[src/hdl/gbnsc_pkg.sv]
// ----------------------------------------------------------------------------
// gbnsc_pkg
// Types, codes and helpers shared by the Go-Back-N sender control block.
// ----------------------------------------------------------------------------
package gbnsc_pkg;

  // Largest window the hardware supports and the most results one event yields.
  localparam int unsigned WindowMax = 16;
  localparam int unsigned ResultCap = 16;
  localparam int unsigned WinCap    = (WindowMax < ResultCap) ? WindowMax : ResultCap;
  localparam int unsigned QueueDepth = 2;

  // Reset values of the configuration registers.
  localparam logic [31:0] PacketCountRst   = 32'd1;
  localparam logic [4:0]  WindowSizeRst    = 5'd16;
  localparam logic [15:0] RetryLimitRst    = 16'd500;
  localparam logic [7:0]  HeaderAckTypeRst = 8'd0;

  // Reply type codes with a fixed meaning.
  localparam logic [7:0] TypeDataAck = 8'd2;
  localparam logic [7:0] TypeFinAck  = 8'd4;

  typedef enum logic [1:0] {
    OpStart   = 2'd0,
    OpReply   = 2'd1,
    OpTimeout = 2'd2
  } op_e;

  typedef enum logic [1:0] {
    KindHeader = 2'd0,
    KindData   = 2'd1,
    KindFin    = 2'd2,
    KindNone   = 2'd3
  } kind_e;

  typedef enum logic [2:0] {
    StatusIdle    = 3'd0,
    StatusRunning = 3'd1,
    StatusDone    = 3'd2,
    StatusHdrFail = 3'd3,
    StatusFinFail = 3'd4
  } status_e;

  typedef enum logic [2:0] {
    PhIdle    = 3'd0,
    PhHeader  = 3'd1,
    PhData    = 3'd2,
    PhFin     = 3'd3,
    PhDone    = 3'd4,
    PhHdrFail = 3'd5,
    PhFinFail = 3'd6
  } phase_e;

  typedef enum logic [1:0] {
    CfgPacketCount   = 2'd0,
    CfgWindowSize    = 2'd1,
    CfgRetryLimit    = 2'd2,
    CfgHeaderAckType = 2'd3
  } cfg_idx_e;

  typedef enum logic [2:0] {
    FrIdle    = 3'd0,
    FrUpdate  = 3'd1,
    FrRaise   = 3'd2,
    FrAdvance = 3'd3,
    FrPush    = 3'd4
  } front_state_e;

  typedef struct packed {
    logic [1:0]  op;
    logic [7:0]  reply_type;
    logic [31:0] reply_number;
  } in_item_t;

  typedef struct packed {
    logic [1:0]  send_kind;
    logic [31:0] send_sequence;
    logic        last;
    logic [2:0]  status;
  } out_item_t;

  // One queued command: a run of cnt items starting at seq.
  typedef struct packed {
    kind_e       kind;
    logic [31:0] seq;
    logic [4:0]  cnt;
    status_e     status;
  } cmd_t;

  function automatic status_e status_of(phase_e ph);
    status_e st;
    unique case (ph)
      PhHeader, PhData, PhFin: st = StatusRunning;
      PhDone:                  st = StatusDone;
      PhHdrFail:               st = StatusHdrFail;
      PhFinFail:               st = StatusFinFail;
      default:                 st = StatusIdle;
    endcase
    return st;
  endfunction

endpackage

[src/hdl/gbnsc_queue.sv]
// ----------------------------------------------------------------------------
// gbnsc_queue
// Short command queue between the event front end and the send sequencer.
// ----------------------------------------------------------------------------
module gbnsc_queue #(
  parameter int unsigned DEPTH = gbnsc_pkg::QueueDepth
) (
  input  logic              clk_i,
  input  logic              rst_ni,
  input  logic              push_i,
  input  gbnsc_pkg::cmd_t   push_data_i,
  output logic              full_o,
  input  logic              pop_i,
  output gbnsc_pkg::cmd_t   pop_data_o,
  output logic              empty_o
);

  localparam int unsigned PtrW = (DEPTH > 1) ? $clog2(DEPTH) : 1;
  localparam int unsigned CntW = $clog2(DEPTH + 1);
  localparam logic [PtrW-1:0] LastPtr = PtrW'(DEPTH - 1);
  localparam logic [CntW-1:0] FullCnt = CntW'(DEPTH);

  gbnsc_pkg::cmd_t mem_q [DEPTH];
  logic [PtrW-1:0] wr_ptr_q, wr_ptr_d;
  logic [PtrW-1:0] rd_ptr_q, rd_ptr_d;
  logic [CntW-1:0] fill_q, fill_d;
  logic            do_push, do_pop;

  assign full_o     = (fill_q == FullCnt);
  assign empty_o    = (fill_q == '0);
  assign pop_data_o = mem_q[rd_ptr_q];
  assign do_push    = push_i && !full_o;
  assign do_pop     = pop_i && !empty_o;

  always_comb begin
    wr_ptr_d = wr_ptr_q;
    rd_ptr_d = rd_ptr_q;
    fill_d   = fill_q;
    if (do_push) begin
      wr_ptr_d = (wr_ptr_q == LastPtr) ? '0 : wr_ptr_q + 1'b1;
    end
    if (do_pop) begin
      rd_ptr_d = (rd_ptr_q == LastPtr) ? '0 : rd_ptr_q + 1'b1;
    end
    if (do_push && !do_pop) begin
      fill_d = fill_q + 1'b1;
    end else if (do_pop && !do_push) begin
      fill_d = fill_q - 1'b1;
    end
  end

  always_ff @(posedge clk_i or negedge rst_ni) begin
    if (!rst_ni) begin
      wr_ptr_q <= '0;
      rd_ptr_q <= '0;
      fill_q   <= '0;
    end else begin
      wr_ptr_q <= wr_ptr_d;
      rd_ptr_q <= rd_ptr_d;
      fill_q   <= fill_d;
    end
  end

  always_ff @(posedge clk_i) begin
    if (do_push) begin
      mem_q[wr_ptr_q] <= push_data_i;
    end
  end

endmodule

[src/hdl/gbnsc_front.sv]
// ----------------------------------------------------------------------------
// gbnsc_front
// Accepts events, holds the transfer state and configuration, and turns each
// event into one send command for the queue.
// ----------------------------------------------------------------------------
module gbnsc_front (
  input  logic                 clk_i,
  input  logic                 rst_ni,
  input  logic                 in_valid_i,
  output logic                 in_stall_o,
  input  gbnsc_pkg::in_item_t  in_item_i,
  input  logic                 cfg_valid_i,
  output logic                 cfg_ready_o,
  input  logic [1:0]           cfg_index_i,
  input  logic [31:0]          cfg_data_i,
  output logic                 push_o,
  output gbnsc_pkg::cmd_t      push_data_o,
  input  logic                 full_i
);

  gbnsc_pkg::front_state_e state_q, state_d;
  gbnsc_pkg::in_item_t     ev_q;
  gbnsc_pkg::phase_e       phase_q, phase_d;
  logic [31:0]             base_q, base_d;
  logic [31:0]             next_q, next_d;
  logic [15:0]             retry_q, retry_d;
  gbnsc_pkg::cmd_t         cmd_q, cmd_d;

  logic [31:0] packet_count_q;
  logic [4:0]  window_size_q;
  logic [15:0] retry_limit_q;
  logic [7:0]  header_ack_type_q;

  logic [31:0] count_eff;
  logic [4:0]  win_eff;
  logic        running;
  logic [16:0] retry_inc;
  logic        retry_out;
  logic signed [33:0] room_win, room_cnt, room;
  logic [4:0]  run_len;

  assign cfg_ready_o = 1'b1;
  assign in_stall_o  = (state_q != gbnsc_pkg::FrIdle);
  assign push_o      = (state_q == gbnsc_pkg::FrPush);
  assign push_data_o = cmd_q;

  assign count_eff = (packet_count_q == '0) ? 32'd1 : packet_count_q;
  always_comb begin
    win_eff = (window_size_q == '0) ? 5'd1 : window_size_q;
    if (win_eff > 5'(gbnsc_pkg::WinCap)) begin
      win_eff = 5'(gbnsc_pkg::WinCap);
    end
  end

  assign running = (phase_q == gbnsc_pkg::PhHeader) || (phase_q == gbnsc_pkg::PhData) ||
                   (phase_q == gbnsc_pkg::PhFin);
  assign retry_inc = {1'b0, retry_q} + 17'd1;
  assign retry_out = (retry_inc >= {1'b0, retry_limit_q});

  // Room left in the window and in the transfer, measured from next_q.
  assign room_win = $signed({2'b00, base_q}) + $signed({29'd0, win_eff}) -
                    $signed({2'b00, next_q});
  assign room_cnt = $signed({2'b00, count_eff}) - $signed({2'b00, next_q});
  assign room     = (room_win < room_cnt) ? room_win : room_cnt;
  assign run_len  = (room > 34'sd0) ? room[4:0] : 5'd0;

  always_comb begin
    state_d = state_q;
    phase_d = phase_q;
    base_d  = base_q;
    next_d  = next_q;
    retry_d = retry_q;
    cmd_d   = cmd_q;
    unique case (state_q)
      gbnsc_pkg::FrIdle: begin
        if (in_valid_i) begin
          state_d = gbnsc_pkg::FrUpdate;
        end
      end
      gbnsc_pkg::FrUpdate: begin
        cmd_d.kind = gbnsc_pkg::KindNone;
        cmd_d.seq  = '0;
        cmd_d.cnt  = 5'd1;
        state_d    = gbnsc_pkg::FrPush;
        if (ev_q.op == gbnsc_pkg::OpStart) begin
          if (!running) begin
            base_d  = '0;
            next_d  = '0;
            retry_d = '0;
            if (retry_limit_q == '0) begin
              phase_d = gbnsc_pkg::PhHdrFail;
            end else begin
              phase_d    = gbnsc_pkg::PhHeader;
              cmd_d.kind = gbnsc_pkg::KindHeader;
            end
          end
        end else if ((ev_q.op == gbnsc_pkg::OpReply || ev_q.op == gbnsc_pkg::OpTimeout) &&
                     running) begin
          priority if (phase_q == gbnsc_pkg::PhHeader) begin
            if (ev_q.op == gbnsc_pkg::OpReply && ev_q.reply_type == header_ack_type_q) begin
              phase_d = gbnsc_pkg::PhData;
              base_d  = '0;
              next_d  = '0;
              state_d = gbnsc_pkg::FrRaise;
            end else begin
              retry_d = retry_inc[15:0];
              if (retry_out) begin
                phase_d = gbnsc_pkg::PhHdrFail;
              end else begin
                cmd_d.kind = gbnsc_pkg::KindHeader;
              end
            end
          end else if (phase_q == gbnsc_pkg::PhData) begin
            if (ev_q.op == gbnsc_pkg::OpReply) begin
              if (ev_q.reply_type == gbnsc_pkg::TypeDataAck && ev_q.reply_number >= base_q) begin
                // Cumulative ack; the base saturates at the packet count.
                base_d = (ev_q.reply_number >= count_eff - 32'd1) ? count_eff :
                         ev_q.reply_number + 32'd1;
              end
            end else begin
              next_d = base_q;
            end
            state_d = gbnsc_pkg::FrRaise;
          end else begin
            if (ev_q.op == gbnsc_pkg::OpReply && ev_q.reply_type == gbnsc_pkg::TypeFinAck) begin
              phase_d = gbnsc_pkg::PhDone;
            end else begin
              retry_d = retry_inc[15:0];
              if (retry_out) begin
                phase_d = gbnsc_pkg::PhFinFail;
              end else begin
                cmd_d.kind = gbnsc_pkg::KindFin;
                cmd_d.seq  = count_eff;
              end
            end
          end
        end
        cmd_d.status = gbnsc_pkg::status_of(phase_d);
      end
      gbnsc_pkg::FrRaise: begin
        if (base_q >= count_eff) begin
          // All data acknowledged: move on to the FIN handshake, or fail it at once when the retry limit is zero.
          retry_d   = '0;
          cmd_d.cnt = 5'd1;
          if (retry_limit_q == '0) begin
            phase_d    = gbnsc_pkg::PhFinFail;
            cmd_d.kind = gbnsc_pkg::KindNone;
            cmd_d.seq  = '0;
          end else begin
            phase_d    = gbnsc_pkg::PhFin;
            cmd_d.kind = gbnsc_pkg::KindFin;
            cmd_d.seq  = count_eff;
          end
          cmd_d.status = gbnsc_pkg::status_of(phase_d);
          state_d      = gbnsc_pkg::FrPush;
        end else begin
          if (next_q < base_q) begin
            next_d = base_q;
          end
          state_d = gbnsc_pkg::FrAdvance;
        end
      end
      gbnsc_pkg::FrAdvance: begin
        cmd_d.status = gbnsc_pkg::StatusRunning;
        if (run_len == '0) begin
          cmd_d.kind = gbnsc_pkg::KindNone;
          cmd_d.seq  = '0;
          cmd_d.cnt  = 5'd1;
        end else begin
          cmd_d.kind = gbnsc_pkg::KindData;
          cmd_d.seq  = next_q;
          cmd_d.cnt  = run_len;
        end
        next_d  = next_q + {27'd0, run_len};
        state_d = gbnsc_pkg::FrPush;
      end
      gbnsc_pkg::FrPush: begin
        if (!full_i) begin
          state_d = gbnsc_pkg::FrIdle;
        end
      end
      default: begin
        state_d = gbnsc_pkg::FrIdle;
      end
    endcase
  end

  always_ff @(posedge clk_i or negedge rst_ni) begin
    if (!rst_ni) begin
      state_q <= gbnsc_pkg::FrIdle;
      phase_q <= gbnsc_pkg::PhIdle;
      base_q  <= '0;
      next_q  <= '0;
      retry_q <= '0;
    end else begin
      state_q <= state_d;
      phase_q <= phase_d;
      base_q  <= base_d;
      next_q  <= next_d;
      retry_q <= retry_d;
    end
  end

  always_ff @(posedge clk_i or negedge rst_ni) begin
    if (!rst_ni) begin
      packet_count_q    <= gbnsc_pkg::PacketCountRst;
      window_size_q     <= gbnsc_pkg::WindowSizeRst;
      retry_limit_q     <= gbnsc_pkg::RetryLimitRst;
      header_ack_type_q <= gbnsc_pkg::HeaderAckTypeRst;
    end else if (cfg_valid_i && cfg_ready_o) begin
      unique case (gbnsc_pkg::cfg_idx_e'(cfg_index_i))
        gbnsc_pkg::CfgPacketCount:   packet_count_q    <= cfg_data_i;
        gbnsc_pkg::CfgWindowSize:    window_size_q     <= cfg_data_i[4:0];
        gbnsc_pkg::CfgRetryLimit:    retry_limit_q     <= cfg_data_i[15:0];
        gbnsc_pkg::CfgHeaderAckType: header_ack_type_q <= cfg_data_i[7:0];
        default: ;
      endcase
    end
  end

  always_ff @(posedge clk_i) begin
    if (in_valid_i && !in_stall_o) begin
      ev_q <= in_item_i;
    end
    cmd_q <= cmd_d;
  end

endmodule

[src/hdl/gbnsc_back.sv]
// ----------------------------------------------------------------------------
// gbnsc_back
// Send sequencer: expands each queued command into its result beats, one per
// cycle while the output is not stalled, behind an output register.
// ----------------------------------------------------------------------------
module gbnsc_back (
  input  logic                  clk_i,
  input  logic                  rst_ni,
  input  gbnsc_pkg::cmd_t       cmd_i,
  input  logic                  empty_i,
  output logic                  pop_o,
  output logic                  out_valid_o,
  input  logic                  out_stall_i,
  output gbnsc_pkg::out_item_t  out_item_o
);

  logic                 cur_valid_q, cur_valid_d;
  gbnsc_pkg::cmd_t      cur_q, cur_d;
  logic                 out_valid_q, out_valid_d;
  gbnsc_pkg::out_item_t out_q, out_d;
  logic                 load, emit, finish;

  assign load   = !out_valid_q || !out_stall_i;
  assign emit   = load && cur_valid_q;
  assign finish = emit && (cur_q.cnt == 5'd1);
  assign pop_o  = !empty_i && (!cur_valid_q || finish);

  assign out_valid_o = out_valid_q;
  assign out_item_o  = out_q;

  always_comb begin
    cur_valid_d = cur_valid_q;
    cur_d       = cur_q;
    out_valid_d = out_valid_q;
    out_d       = out_q;
    if (load) begin
      out_valid_d = cur_valid_q;
    end
    if (emit) begin
      out_d.send_kind     = cur_q.kind;
      out_d.send_sequence = cur_q.seq;
      out_d.last          = (cur_q.cnt == 5'd1);
      out_d.status        = cur_q.status;
    end
    if (pop_o) begin
      cur_valid_d = 1'b1;
      cur_d       = cmd_i;
    end else if (finish) begin
      cur_valid_d = 1'b0;
    end else if (emit) begin
      cur_d.seq = cur_q.seq + 32'd1;
      cur_d.cnt = cur_q.cnt - 5'd1;
    end
  end

  always_ff @(posedge clk_i or negedge rst_ni) begin
    if (!rst_ni) begin
      cur_valid_q <= 1'b0;
      out_valid_q <= 1'b0;
    end else begin
      cur_valid_q <= cur_valid_d;
      out_valid_q <= out_valid_d;
    end
  end

  always_ff @(posedge clk_i) begin
    cur_q <= cur_d;
    out_q <= out_d;
  end

endmodule

[src/hdl/go_back_n_sender_control_top.sv]
// ----------------------------------------------------------------------------
// go_back_n_sender_control_top
// Transmit-side control of a Go-Back-N sender with header and FIN handshakes.
//
//   Channel  Handshake               Payload
//   in       in_valid_i/in_stall_o   in_item_i (op, reply_type, reply_number)
//   out      out_valid_o/out_stall_i out_item_o (send_kind, sequence, last, status)
//   cfg      cfg_valid_i/cfg_ready_o cfg_index_i, cfg_data_i
//
// The front end takes one event at a time and steps through accept, update,
// window check and fill for a data event, and queue push; its input stalls
// until the push is taken. Result beats leave one per cycle while the output
// is not stalled. The command queue lets the front end take the next event
// while earlier beats are still draining.
// Reset is asynchronous and active low; no clearing pass is needed.
// A stalled output holds its beat; once the queue is full the input stalls.
// ----------------------------------------------------------------------------
module go_back_n_sender_control_top #(
  parameter int unsigned QUEUE_DEPTH = gbnsc_pkg::QueueDepth
) (
  input  logic                  clk_i,
  input  logic                  rst_ni,
  input  logic                  in_valid_i,
  output logic                  in_stall_o,
  input  gbnsc_pkg::in_item_t   in_item_i,
  output logic                  out_valid_o,
  input  logic                  out_stall_i,
  output gbnsc_pkg::out_item_t  out_item_o,
  input  logic                  cfg_valid_i,
  output logic                  cfg_ready_o,
  input  logic [1:0]            cfg_index_i,
  input  logic [31:0]           cfg_data_i
);

  logic            push, full, pop, empty;
  gbnsc_pkg::cmd_t push_data, pop_data;

  gbnsc_front u_front (
    .clk_i       (clk_i),
    .rst_ni      (rst_ni),
    .in_valid_i  (in_valid_i),
    .in_stall_o  (in_stall_o),
    .in_item_i   (in_item_i),
    .cfg_valid_i (cfg_valid_i),
    .cfg_ready_o (cfg_ready_o),
    .cfg_index_i (cfg_index_i),
    .cfg_data_i  (cfg_data_i),
    .push_o      (push),
    .push_data_o (push_data),
    .full_i      (full)
  );

  gbnsc_queue #(
    .DEPTH (QUEUE_DEPTH)
  ) u_queue (
    .clk_i       (clk_i),
    .rst_ni      (rst_ni),
    .push_i      (push),
    .push_data_i (push_data),
    .full_o      (full),
    .pop_i       (pop),
    .pop_data_o  (pop_data),
    .empty_o     (empty)
  );

  gbnsc_back u_back (
    .clk_i       (clk_i),
    .rst_ni      (rst_ni),
    .cmd_i       (pop_data),
    .empty_i     (empty),
    .pop_o       (pop),
    .out_valid_o (out_valid_o),
    .out_stall_i (out_stall_i),
    .out_item_o  (out_item_o)
  );

endmodule

[config.mk]
export PLATFORM = sky130hd
export DESIGN_NAME = go_back_n_sender_control_top
export DESIGN_NICKNAME = d
export VERILOG_FILES = /design/src/hdl/gbnsc_pkg.sv /design/src/hdl/gbnsc_queue.sv /design/src/hdl/gbnsc_front.sv /design/src/hdl/gbnsc_back.sv /design/src/hdl/go_back_n_sender_control_top.sv
export SDC_FILE = /design/constraint.sdc
export NUM_CORES = 1
export LEC_CHECK = 0
export ABC_AREA = 1
export BUFFER_PORTS_ARGS = -buffer_cell sky130_fd_sc_hd__buf_2
export CAP_MARGIN = 10
export CORE_MARGIN = 3
export CORE_UTILIZATION = 65
export CTS_CLUSTER_SIZE = 24
export DETAILED_ROUTE_END_ITERATION = 16
export PLACE_DENSITY = 0.91
export SLEW_MARGIN = 25
export SYNTH_ARGS = -nofsm -noshare
export SYNTH_HDL_FRONTEND = slang
export SYNTH_HIERARCHICAL = 1
export SYNTH_SLANG_ARGS = --single-unit
[constraint.sdc]
create_clock -name clk_i -period 9.54 [get_ports clk_i]
set_input_delay 0.477 -clock clk_i [delete_from_list [all_inputs] [get_ports clk_i]]
set_output_delay 0.477 -clock clk_i [all_outputs]
set_load 0.05 [all_outputs]
Word level (Yosys, flattened, before mapping)
Memory sizes are Yosys's and may differ from the RTL's.
Cells that the tools add are included.
{"block": "totals", "output_inout_bits": 41, "rom_bits": 0, "reg_bits": 317, "word_cells": 237, "latch_bits": 0, "ramBits": 84, "mem_count": 1, "in_bits": 81}
{"name": "u_queue.mem_q", "depth": 2, "word_bits": 42, "rd": 1, "rd_clocked_by_memory_dff": 0, "wr": 1, "line": "gbnsc_queue.sv:23", "source": "gbnsc_pkg::cmd_t mem_q [DEPTH];"}
{"block": "op_classes", "bitwise_logic": 0, "muxes": 85, "n_shift": 0, "n_mul": 0, "eq_ne": 45, "reduce_logical": 56, "div_mod_pow": 0, "n_lt_le_gt_ge": 8, "addsub": 13}
{"operator": "32-bit 2-to-1 mux", "n": 19}
{"operator": "16-bit 2-to-1 mux", "n": 8}
{"operator": "42-bit case mux with 3 select lines", "n": 1}
{"operator": "37-bit 2-to-1 mux", "n": 3}
{"operator": "34-bit 2-to-1 mux", "n": 3}
{"operator": "33-bit 2-to-1 mux", "n": 3}
{"operator": "32-bit >= comparator", "n": 3}
{"operator": "32-bit case mux with 3 select lines", "n": 1}
{"operator": "3-bit 2-to-1 mux", "n": 23}
{"operator": "32-bit by 1-bit adder with 32-bit output, second input constant", "n": 2}
{"operator": "42-bit 2-to-1 mux", "n": 1}
{"operator": "39-bit 2-to-1 mux", "n": 1}
{"operator": "34-bit by 1-bit > comparator with 1-bit output, second input constant", "n": 1}
{"operator": "34-bit < comparator", "n": 1}
{"operator": "34-bit by 33-bit subtractor with 34-bit output", "n": 1}
{"operator": "32-bit by 5-bit adder with 33-bit output", "n": 1}
{"operator": "32-bit by 32-bit subtractor with 33-bit output", "n": 1}
{"operator": "32-bit by 5-bit adder with 32-bit output", "n": 1}
{"operator": "32-bit logical NOT", "n": 1}
{"operator": "32-bit < comparator", "n": 1}
{"operator": "16-bit case mux with 2 select lines", "n": 1}
{"operator": "32-bit by 1-bit subtractor with 32-bit output, second input constant", "n": 1}
{"operator": "3-bit by 2-bit == test with 1-bit output, second input constant", "n": 8}
{"operator": "3-bit case mux with 4 select lines", "n": 2}
{"operator": "other kinds (42)", "n": 119}

Logic depth before layout (Yosys ltp)
Gate-level depths: netlist (run 1).
{"block": "depth", "word_depth": 13, "mapped_depth": 59, "ltp_nobuf": 58}

By module
The synthesis (run 1) kept the hierarchy.
{"mod": "gbnsc_front", "cells_each": 3453, "seq_area_each_um2": 6211.0, "area_per_inst_um2": 23156.0, "n_inst": 1}
{"mod": "gbnsc_back", "cells_each": 397, "seq_area_each_um2": 2452.4, "area_per_inst_um2": 3956.3, "n_inst": 1}
{"mod": "gbnsc_queue", "cells_each": 251, "seq_area_each_um2": 2622.5, "area_per_inst_um2": 3294.4, "n_inst": 1}

Worst setup path before layout (run 1)
Ideal clock, no wire load.
{"block": "synth_path", "kind": "reg-to-reg", "from": "reg u_front.window_size_q[0]", "to": "reg u_front.next_q[30]", "stages_incl_launch_ff": 54, "setup_ns": 0.130, "required_time_ns": 9.410, "synth_period_minus_slack_ns": 6.393, "arrival_time_ns": 6.263, "setup_slack_ns": 3.147, "n_path_buf": 0, "cell_sequence": "dfrtp_1 -> nor4_1 -> nor2_1 -> inv_1 -> nand2_1 -> fa_1 -> inv_1 -> ha_1 -> nand2_1 -> nand3_1 -> nand2_1 -> nand2_1 -> nand2_1 -> nand2_1 -> nand3_1 -> nand2_1 -> nand2_1 -> nand2_1 -> (+18 left out) -> ha_1 -> nand3_1 -> nand3_1 -> nand2_1 -> a21oi_2 -> nand2_1 -> nor2_1 -> inv_2 -> nor2_2 -> nand2_1 -> nor2_4 -> nand2_2 -> nor2_2 -> nand2_1 -> nand2_1 -> o21ai_0 -> nor2_1 -> o21ai_1"}
{"block": "synth_via", "elab_chain_len": 12}
{"element": "start: declaration", "line": "gbnsc_front.sv:30", "source": "logic [4:0] window_size_q;"}
{"element": "start signal: assignment", "line": "gbnsc_front.sv:207", "source": "window_size_q <= gbnsc_pkg::WindowSizeRst;"}
{"element": "start signal: assignment", "line": "gbnsc_front.sv:213", "source": "gbnsc_pkg::CfgWindowSize: window_size_q <= cfg_data_i[4:0];"}
{"element": "5-bit logical NOT", "line": "gbnsc_front.sv:49", "source": "win_eff = (window_size_q == '0) ? 5'd1 : window_size_q;"}
{"element": "5-bit 2-to-1 mux (*)", "line": "gbnsc_front.sv:49"}
{"element": "5-bit > comparator", "line": "gbnsc_front.sv:50", "source": "if (win_eff > 5'(gbnsc_pkg::WinCap)) begin"}
{"element": "5-bit 2-to-1 mux (*)", "line": "gbnsc_front.sv:50"}
{"element": "32-bit by 5-bit adder with 33-bit output (*)", "line": "gbnsc_front.sv:61", "source": "assign room_win = $signed({2'b00, base_q}) + $signed({29'd0, win_eff}) -"}
{"element": "34-bit by 33-bit subtractor with 34-bit output (*)", "line": "gbnsc_front.sv:61"}
{"element": "34-bit < comparator", "line": "gbnsc_front.sv:64", "source": "assign room = (room_win < room_cnt) ? room_win : room_cnt;"}
{"element": "34-bit 2-to-1 mux (*)", "line": "gbnsc_front.sv:64"}
{"element": "34-bit by 1-bit > comparator with 1-bit output", "line": "gbnsc_front.sv:65", "source": "assign run_len = (room > 34'sd0) ? room[4:0] : 5'd0;"}
{"element": "5-bit 2-to-1 mux (*)", "line": "gbnsc_front.sv:65"}
{"element": "32-bit by 5-bit adder with 32-bit output (*)", "line": "gbnsc_front.sv:174", "source": "next_d = next_q + {27'd0, run_len};"}
{"element": "32-bit case mux with 3 select lines (*)", "line": "gbnsc_front.sv:74", "source": "unique case (state_q)"}
{"element": "end signal: assignment", "line": "gbnsc_front.sv:199", "source": "next_q <= next_d;"}
{"element": "end: declaration", "line": "gbnsc_front.sv:25", "source": "logic [31:0] next_q, next_d;"}
Every way passes the cells marked *; elsewhere a longest branch is shown, timed or not.
A chain may end at the register's enable or synchronous reset.

Final worst setup path (run 1)
{"block": "layout_path", "from": "reg u_front.window_size_q[0]", "to": "reg u_front.next_q[17]"}
Same word-level chain as after synthesis.

==> run summary, run 1 <==
Commonest non-fill, non-tap cell in the layout = nand2_1
Final number of hold-violating endpoints = 0
Initial antenna violation count = 0
Worst-skew pair later-pin latency = 0.59 ns
Hold Path Origin = in_item_i[28]
CTS resizes = 0
Top post-synthesis cells by area = edfxtp_1 24%, nand2_1 16%, dfrtp_1 12%
Final setup margin = 1.66 ns
Setup Viol. Count Final = 0
Syn. warnings = 6
Commonest cells after routing, fill and taps aside = 1271 x nand2_1, 530 x inv_1, 376 x nor2_1, 283 x ha_1, 248 x edfxtp_1
Dpl ws = 1.79 ns
Mapped Avg Cell Area = 7.41 um^2
R2R depth = 55
Port Buffers = 120
IO Pins = 122
Vias per std cell = 6.00
R2R Path Start = u_front/window_size_q[0]$_DFFE_PN0P_
Die X = 222 um
Ys async rst share = 0.382
TritonCTS buffer count = 43
Hold depth = 1
Vias in the first global route = 27032
Pin count of the biggest net entering global routing = 89
#FFs+latches synth = 401
Gate Count Post-Synth = 4101
Worst endpoint required time = 10.04 ns
Initial DRC count = 3644
Worst Path Buf+Inv = 7
P_leak = 0.0159 uW
Critical path type = flop to flop
Sequential share of the synthesized area = 0.371
Slowest-stage cell, CP = fa_1
Clock Tree Root = clkbuf_16
Worst Tran Pin Value = 1.17 ns
Fmax = 0.127 GHz
Min Tclk post-route = 7.88 ns
Run status = finished clean
Worst min path class = input port to flop
Delay-heaviest family, CP = simple AND/OR/NAND/NOR gates
Fin crit share = 0.826
Antenna diodes = 0
Largest area contributor in the netlist = edfxtp_1
Drt pass-1 iters = 7
Reg2reg setup slack = 1.66 ns
Vias = 28918
Worst Skew = 0.0188 ns
Crit-path max FO = 34
RSZ-0062 raised after global routing = false
Critical path endpoint category = flop
Core Area = 0.0458 mm^2
Cells after DPL = 4735
Startpoint Class = flop
TritonCTS clock tree = built
Site Rows = 78
Die area = 0.0494 mm^2
Post-layout util = 0.721
Slew margin rel. = 0.218
Clock transition at path regs = 0.06 ns
Most frequent CP cell = nand2_1
Worst hold endpoint = u_front/ev_q[28]$_DFFE_PP_
Area Growth Syn to Fin = 8.55%
Post-DP HPWL = 76300 um
Post-synthesis instance area = 0.0304 mm^2
Max incr delay on CP = 0.48 ns
Max Slew Vio Count = 0
Number of max-cap violations = 0
# clock sinks = 401
Final hold slack = 0.0653 ns
Filler cells = 3563
Final nets = 4554
Post-synth EDFFs = 248
Setup Buffers After CTS = 0
GRT Util Overall = 0.387
Clock H-tree levels = 2
Final ANT Viol Nets = 0
Clock Tree Buf Depth = 3
Total grt overflow = 0
Drt drc = 0
Peak supply drop = 338 uV
Pwr/cell area = 369 mW/mm^2
Library cells used by synthesis = 68
Post-synth top area share = 0.245
Hold-fix buffers at CTS = 1
R2R Path End = u_front/next_q[17]$_DFFE_PN0P_
Setup TNS = 0 ns
Initial cell density of the core = 0.664
WL/cell = 20.3 um
Vert. Die Dim = 222 um
Ys flop type = edfxtp_1
RePlAce Congestion = 1.04
First-pass GRT wire length = 151000 um
Mapped Nets = 4473
Worst endpoint data arrival time = 8.38 ns
Post-Layout Cell Count = 4816
WL final = 97900 um
Layout cells sized above 1 = 0.0873
[state kept, by name, summed over array words and instances, names as in the netlist, 16 cells and up]
register and cells:
u_queue/mem_q 84, u_back/cur_q 42, u_front/ev_q 42, u_front/push_data_o 42, u_back/out_item_o 38, u_front/base_q 32
u_front/next_q 32, u_front/packet_count_q 32, u_front/retry_limit_q 16, u_front/retry_q 16
[power by group]
group | internal [uW] | leakage (uW) | switching (uW)
Sequential | 2350 | 0.00429 | 380
Combinational | 2280 | 0.0109 | 5390
Clock | 1060 | 0.000735 | 718
Total | 5680 | 0.0159 | 6490
[through the flow]
step,power [uW],cell area [um^2]
after CTS,11900,33000
final,12200,33000
after global placement,9970,31500
after global routing,13100,33000
after detailed placement,10100,31500
after floorplan,7930,30400
[cell type report]
cell class                      instances  area [um^2]  share of cell area
Timing Repair Buffer                  156          892              0.0270
Tap cell                              600          751              0.0227
Inverter                              560         2110              0.0639
Clock inverter                         27          352              0.0107
Multi-Input combinational cell       3020        16500               0.499
Clock buffer                           52         1150              0.0349
Sequential cell                       401        11300               0.342
[worst max path at each step]
| stage | start | endpoint | slack, ns | depth (start not counted) |
|---|---|---|---|---|
| after floorplan | u_front/window_size_q[0]$_DFFE_PN0P_ | u_front/next_q[30]$_DFFE_PN0P_ | 3.15 | 53 |
| after global placement | u_front/packet_count_q[29]$_DFFE_PN0P_ | u_front/next_q[30]$_DFFE_PN0P_ | 1.97 | 56 |
| after detailed placement | u_front/window_size_q[0]$_DFFE_PN0P_ | u_front/next_q[17]$_DFFE_PN0P_ | 1.79 | 55 |
| after CTS | u_front/window_size_q[0]$_DFFE_PN0P_ | u_front/next_q[17]$_DFFE_PN0P_ | 1.77 | 55 |
| after global routing | u_front/window_size_q[0]$_DFFE_PN0P_ | u_front/next_q[30]$_DFFE_PN0P_ | 0.81 | 53 |
| final | u_front/window_size_q[0]$_DFFE_PN0P_ | u_front/next_q[17]$_DFFE_PN0P_ | 1.66 | 55 |
[kinds of logic after synthesis]
family / count (synthesis) / share of synthesized area
adders and majority gates: 291 / 0.122
buffers and inverters: 680 / 0.0888
other: 1 / 0.000123
DFF: 401 / 0.371
and+or+nand+nor: 2196 / 0.313
xor gates and xnor gates: 81 / 0.0238
AOI/OAI and AO/OA: 451 / 0.0814
[worst reg2reg max path, delay by kind of cell (launching register included)]
kind	cells	cell delay [ns]
AND/OR/NAND/NOR	41	4.84
adder cells (fa/ha/maj)	4	1.57
AO/OA/AOI/OAI	3	0.58
buffers and inverters	7	0.41
flip-flops	1	0.39
[synth_stat cells, types with 4 or more instances]
library cell / instances
inv_1: 530
or2_2: 17
buf_6: 8
o21bai_1: 9
buf_2: 31
nand3_2: 9
nor3_1: 68
dfrtp_1: 145
ha_1: 283
a21o_1: 6
fa_1: 8
a31oi_1: 4
clkbuf_1: 68
xnor2_1: 18
dfstp_2: 8
o21ai_0: 148
o21ai_1: 45
a211oi_1: 13
o211ai_1: 6
edfxtp_1: 248
nor2_1: 380
o22ai_1: 7
a21oi_1: 181
nor2_2: 11
buf_4: 11
nand3b_1: 21
xor2_1: 61
o21a_1: 5
nor4_1: 19
inv_2: 24
nand2_1: 1272
nand4_1: 115
nor3_4: 4
nand2_2: 21
nand3_1: 219
nor2_4: 16
nor3_2: 5
[per-layer routing]
layer	share of wire	track usage
met2	0.43	0.597
met1	0.39	0.518
met4	0.064	0.213
met5	0	0
met3	0.11	0.0746
(Power assumes the default switching activity.)
==> run 2: changes to the inputs <==
--- a/config.mk
+++ b/config.mk
@@ -9,10 +9,10 @@
 export BUFFER_PORTS_ARGS = -buffer_cell sky130_fd_sc_hd__buf_2
 export CAP_MARGIN = 10
 export CORE_MARGIN = 3
-export CORE_UTILIZATION = 65
+export CORE_UTILIZATION = 64
 export CTS_CLUSTER_SIZE = 24
 export DETAILED_ROUTE_END_ITERATION = 16
-export PLACE_DENSITY = 0.91
+export PLACE_DENSITY = 0.9
 export SLEW_MARGIN = 25
 export SYNTH_ARGS = -nofsm -noshare
 export SYNTH_HDL_FRONTEND = slang
==> constraint.sdc (replaced) <==
create_clock -name clk_i -period 8.23 [get_ports clk_i]
set_input_delay 0.4115 -clock clk_i [delete_from_list [all_inputs] [get_ports clk_i]]
set_output_delay 0.4115 -clock clk_i [all_outputs]
set_load 0.05 [all_outputs]
==> run 2 against run 1 <==
Compared with the run above: via count is 2.0% higher; sequential share of layout area down 0.46 points; count of clock-buffer cells in the layout up 7; final cell count up 1.2%; clock power rose by 12%; worst setup slack worse by 0.99 ns; die area is 1.5% higher; register-to-register slack got worse by 0.99 ns; total power rose by 15%; critical endpoint unchanged; largest power group unchanged.
==> run summary, run 2 (synthesis results as in run 1) <==
Run status = finished clean (unchanged)
P_leak = 0.0161 uW (was 0.0159 uW)
Fmax = 0.132 GHz (was 0.127 GHz)
R2R depth = 51 (was 55)
R2R Path Start = u_front/window_size_q[0]$_DFFE_PN0P_ (unchanged)
End point of the critical path = u_front/next_q[17]$_DFFE_PN0P_ (unchanged)
Clock H-tree levels = 2 (unchanged)
Slowest-stage cell, CP = fa_1 (unchanged)
Max FFs per register = 84 (unchanged)
Filler cells = 3568 (was 3563)
Critical path type = flop to flop (unchanged)
Vias per std cell = 6.05 (was 6.00)
Final ANT Viol Nets = 0 (unchanged)
Setup TNS = 0 ns (unchanged)
Largest reg by FF count = u_queue/mem_q (unchanged)
Antenna diodes = 0 (unchanged)
Startpoint Class = flop (unchanged)
Number of max-cap violations = 0 (unchanged)
Commonest non-fill, non-tap cell in the layout = nand2_1 (unchanged)
Worst Tran Pin Value = 1.16 ns (was 1.17 ns)
Post-DP HPWL = 74800 um (was 76300 um)
Worst Skew = 0.0325 ns (was 0.0188 ns)
Die X = 224 um (was 222 um)
Layout cells sized above 1 = 0.0897 (was 0.0873)
Pin count of the biggest net entering global routing = 81 (was 89)
Commonest cells after routing, fill and taps aside = 1271 x nand2_1, 530 x inv_1, 375 x nor2_1, 283 x ha_1, 248 x edfxtp_1 (was 1271 x nand2_1, 530 x inv_1, 376 x nor2_1, 283 x ha_1, 248 x edfxtp_1)
Max incr delay on CP = 0.48 ns (about the same)
Die area = 0.0502 mm^2 (was 0.0494 mm^2)
R2R Path End = u_front/next_q[17]$_DFFE_PN0P_ (unchanged)
Final hold slack = 0.0149 ns (was 0.0653 ns)
Initial antenna violation count = 1 (was 0)
Drt drc = 0 (unchanged)
Min Tclk post-route = 7.56 ns (was 7.88 ns)
Pwr/cell area = 418 mW/mm^2 (was 369 mW/mm^2)
Multi-input gate area = 0.0165 mm^2 (about the same)
Reg2reg setup slack = 0.67 ns (was 1.66 ns)
TritonCTS buffer count = 44 (was 43)
Worst-skew pair later-pin latency = 0.59 ns (about the same)
Initial cell density of the core = 0.650 (was 0.664)
Hold Path Origin = in_item_i[16] (was in_item_i[28])
Slew margin rel. = 0.228 (was 0.218)
Worst endpoint data arrival time = 8.01 ns (was 8.38 ns)
Worst endpoint required time = 8.68 ns (was 10.04 ns)
# clock sinks = 401 (unchanged)
Most frequent CP cell = nand2_1 (unchanged)
Port Buffers = 120 (unchanged)
WL/cell = 20.4 um (was 20.3 um)
Final nets = 4605 (was 4554)
Peak supply drop = 295 uV (was 338 uV)
GRT Util Overall = 0.388 (was 0.387)
Initial DRC count = 3808 (was 3644)
Setup Viol. Count Final = 0 (unchanged)
Crit path launch = u_front/window_size_q[0]$_DFFE_PN0P_ (unchanged)
Critical path endpoint category = flop (unchanged)
Clock transition at path regs = 0.06 ns (about the same)
Worst min path class = input port to flop (unchanged)
Vias in the first global route = 27608 (was 27032)
WL final = 99300 um (was 97900 um)
First-pass GRT wire length = 152000 um (was 151000 um)
Vert. Die Dim = 224 um (was 222 um)
Vias = 29495 (was 28918)
Register area = 0.0113 mm^2 (unchanged)
Setup Buffers After CTS = 0 (unchanged)
RePlAce Congestion = 1.08 (was 1.04)
Final number of hold-violating endpoints = 0 (unchanged)
Crit-path max FO = 9 (was 34)
Core Area = 0.0468 mm^2 (was 0.0458 mm^2)
Site Rows = 79 (was 78)
Max Slew Vio Count = 0 (unchanged)
Area Growth Syn to Fin = 10.0% (was 8.55%)
TritonCTS clock tree = built (unchanged)
Fin crit share = 0.918 (was 0.826)
IO Pins = 122 (unchanged)
Total grt overflow = 0 (unchanged)
Clock Tree Root = clkbuf_16 (unchanged)
Drt pass-1 iters = 7 (unchanged)
Clock Tree Buf Depth = 3 (unchanged)
RSZ-0062 raised after global routing = false (unchanged)
[run 2: cell count changes in the layout (fill, tap and decap cells not counted), moves of 2 or more]
cell / delta
buf_4: +14
bufinv_16: -5
clkbuf_1: +3
clkbuf_16: +2
clkbuf_8: +2
clkinv_1: +2
clkinv_2: -4
dlygate4sd3_1: +36
[run 2: timing repair]
action                                  in CTS  in global routing
hold buffers                                37                  0
endpoints found under the setup margin       0                  5
endpoints found under the hold margin      113                  0
resized for setup                            0                  3
[run 2: cell type report]
cell class,count,area share
Multi-Input combinational cell,3020,0.493
Sequential cell,401,0.337
Inverter,560,0.0631
Timing Repair Buffer,206,0.0408
Clock buffer,59,0.0371
Tap cell,607,0.0227
Clock inverter,23,0.00632
[run 2: layer usage]
layer	share of wire	GRT usage	routed length, um
met4	0.067	0.216	6650
met3	0.12	0.0841	11700
met5	0	0	0
met2	0.44	0.620	44200
met1	0.37	0.494	36800
[run 2: critical path: cells and delay by family, from the launching register on]
| family | cells | cell delay, ns |
|---|---|---|
| AO/OA/AOI/OAI | 5 | 0.50 |
| adder cells (fa/ha/maj) | 4 | 1.58 |
| buffers and inverters | 5 | 0.38 |
| flip-flops | 1 | 0.41 |
| AND/OR/NAND/NOR | 37 | 4.55 |
[run 2: worst min-delay path by stage]
stage | endpoint | slack [ns] | cells past startpoint
floorplan | u_back/cur_valid_q$_DFFE_PN0P_ | 0.12 | 0
detailed placement | u_back/out_item_o[36]$_DFFE_PP_ | 0.41 | 0
CTS | u_front/ev_q[36]$_DFFE_PP_ | 0.0006 | 1
global placement | u_back/out_item_o[36]$_DFFE_PP_ | 0.40 | 0
global route | u_front/ev_q[36]$_DFFE_PP_ | 0.002 | 1
finish | u_front/ev_q[16]$_DFFE_PP_ | 0.01 | 1
[run 2: power by group]
group          internal, uW  total (uW)  switching [uW]
clock                  1140        1990             852
sequential             2720        3140             420
combinational          2670        8870            6200
[run 2: stage by stage]
stage / std cells / utilization / setup WS [ns] / area, um^2 / power, uW
6_report: 4876 / 0.716 / 0.671 / 33500 / 14000
2_1_floorplan: 4101 / - / 1.84 / 30400 / 9190
5_1_grt: 4876 / 0.716 / 0.000269 / 33500 / 15100
3_3_place_gp: 4756 / 0.676 / 0.980 / 31600 / 11400
3_5_place_dp: 4756 / 0.676 / 0.799 / 31600 / 11600
4_1_cts: 4875 / 0.715 / 0.786 / 33400 / 13700
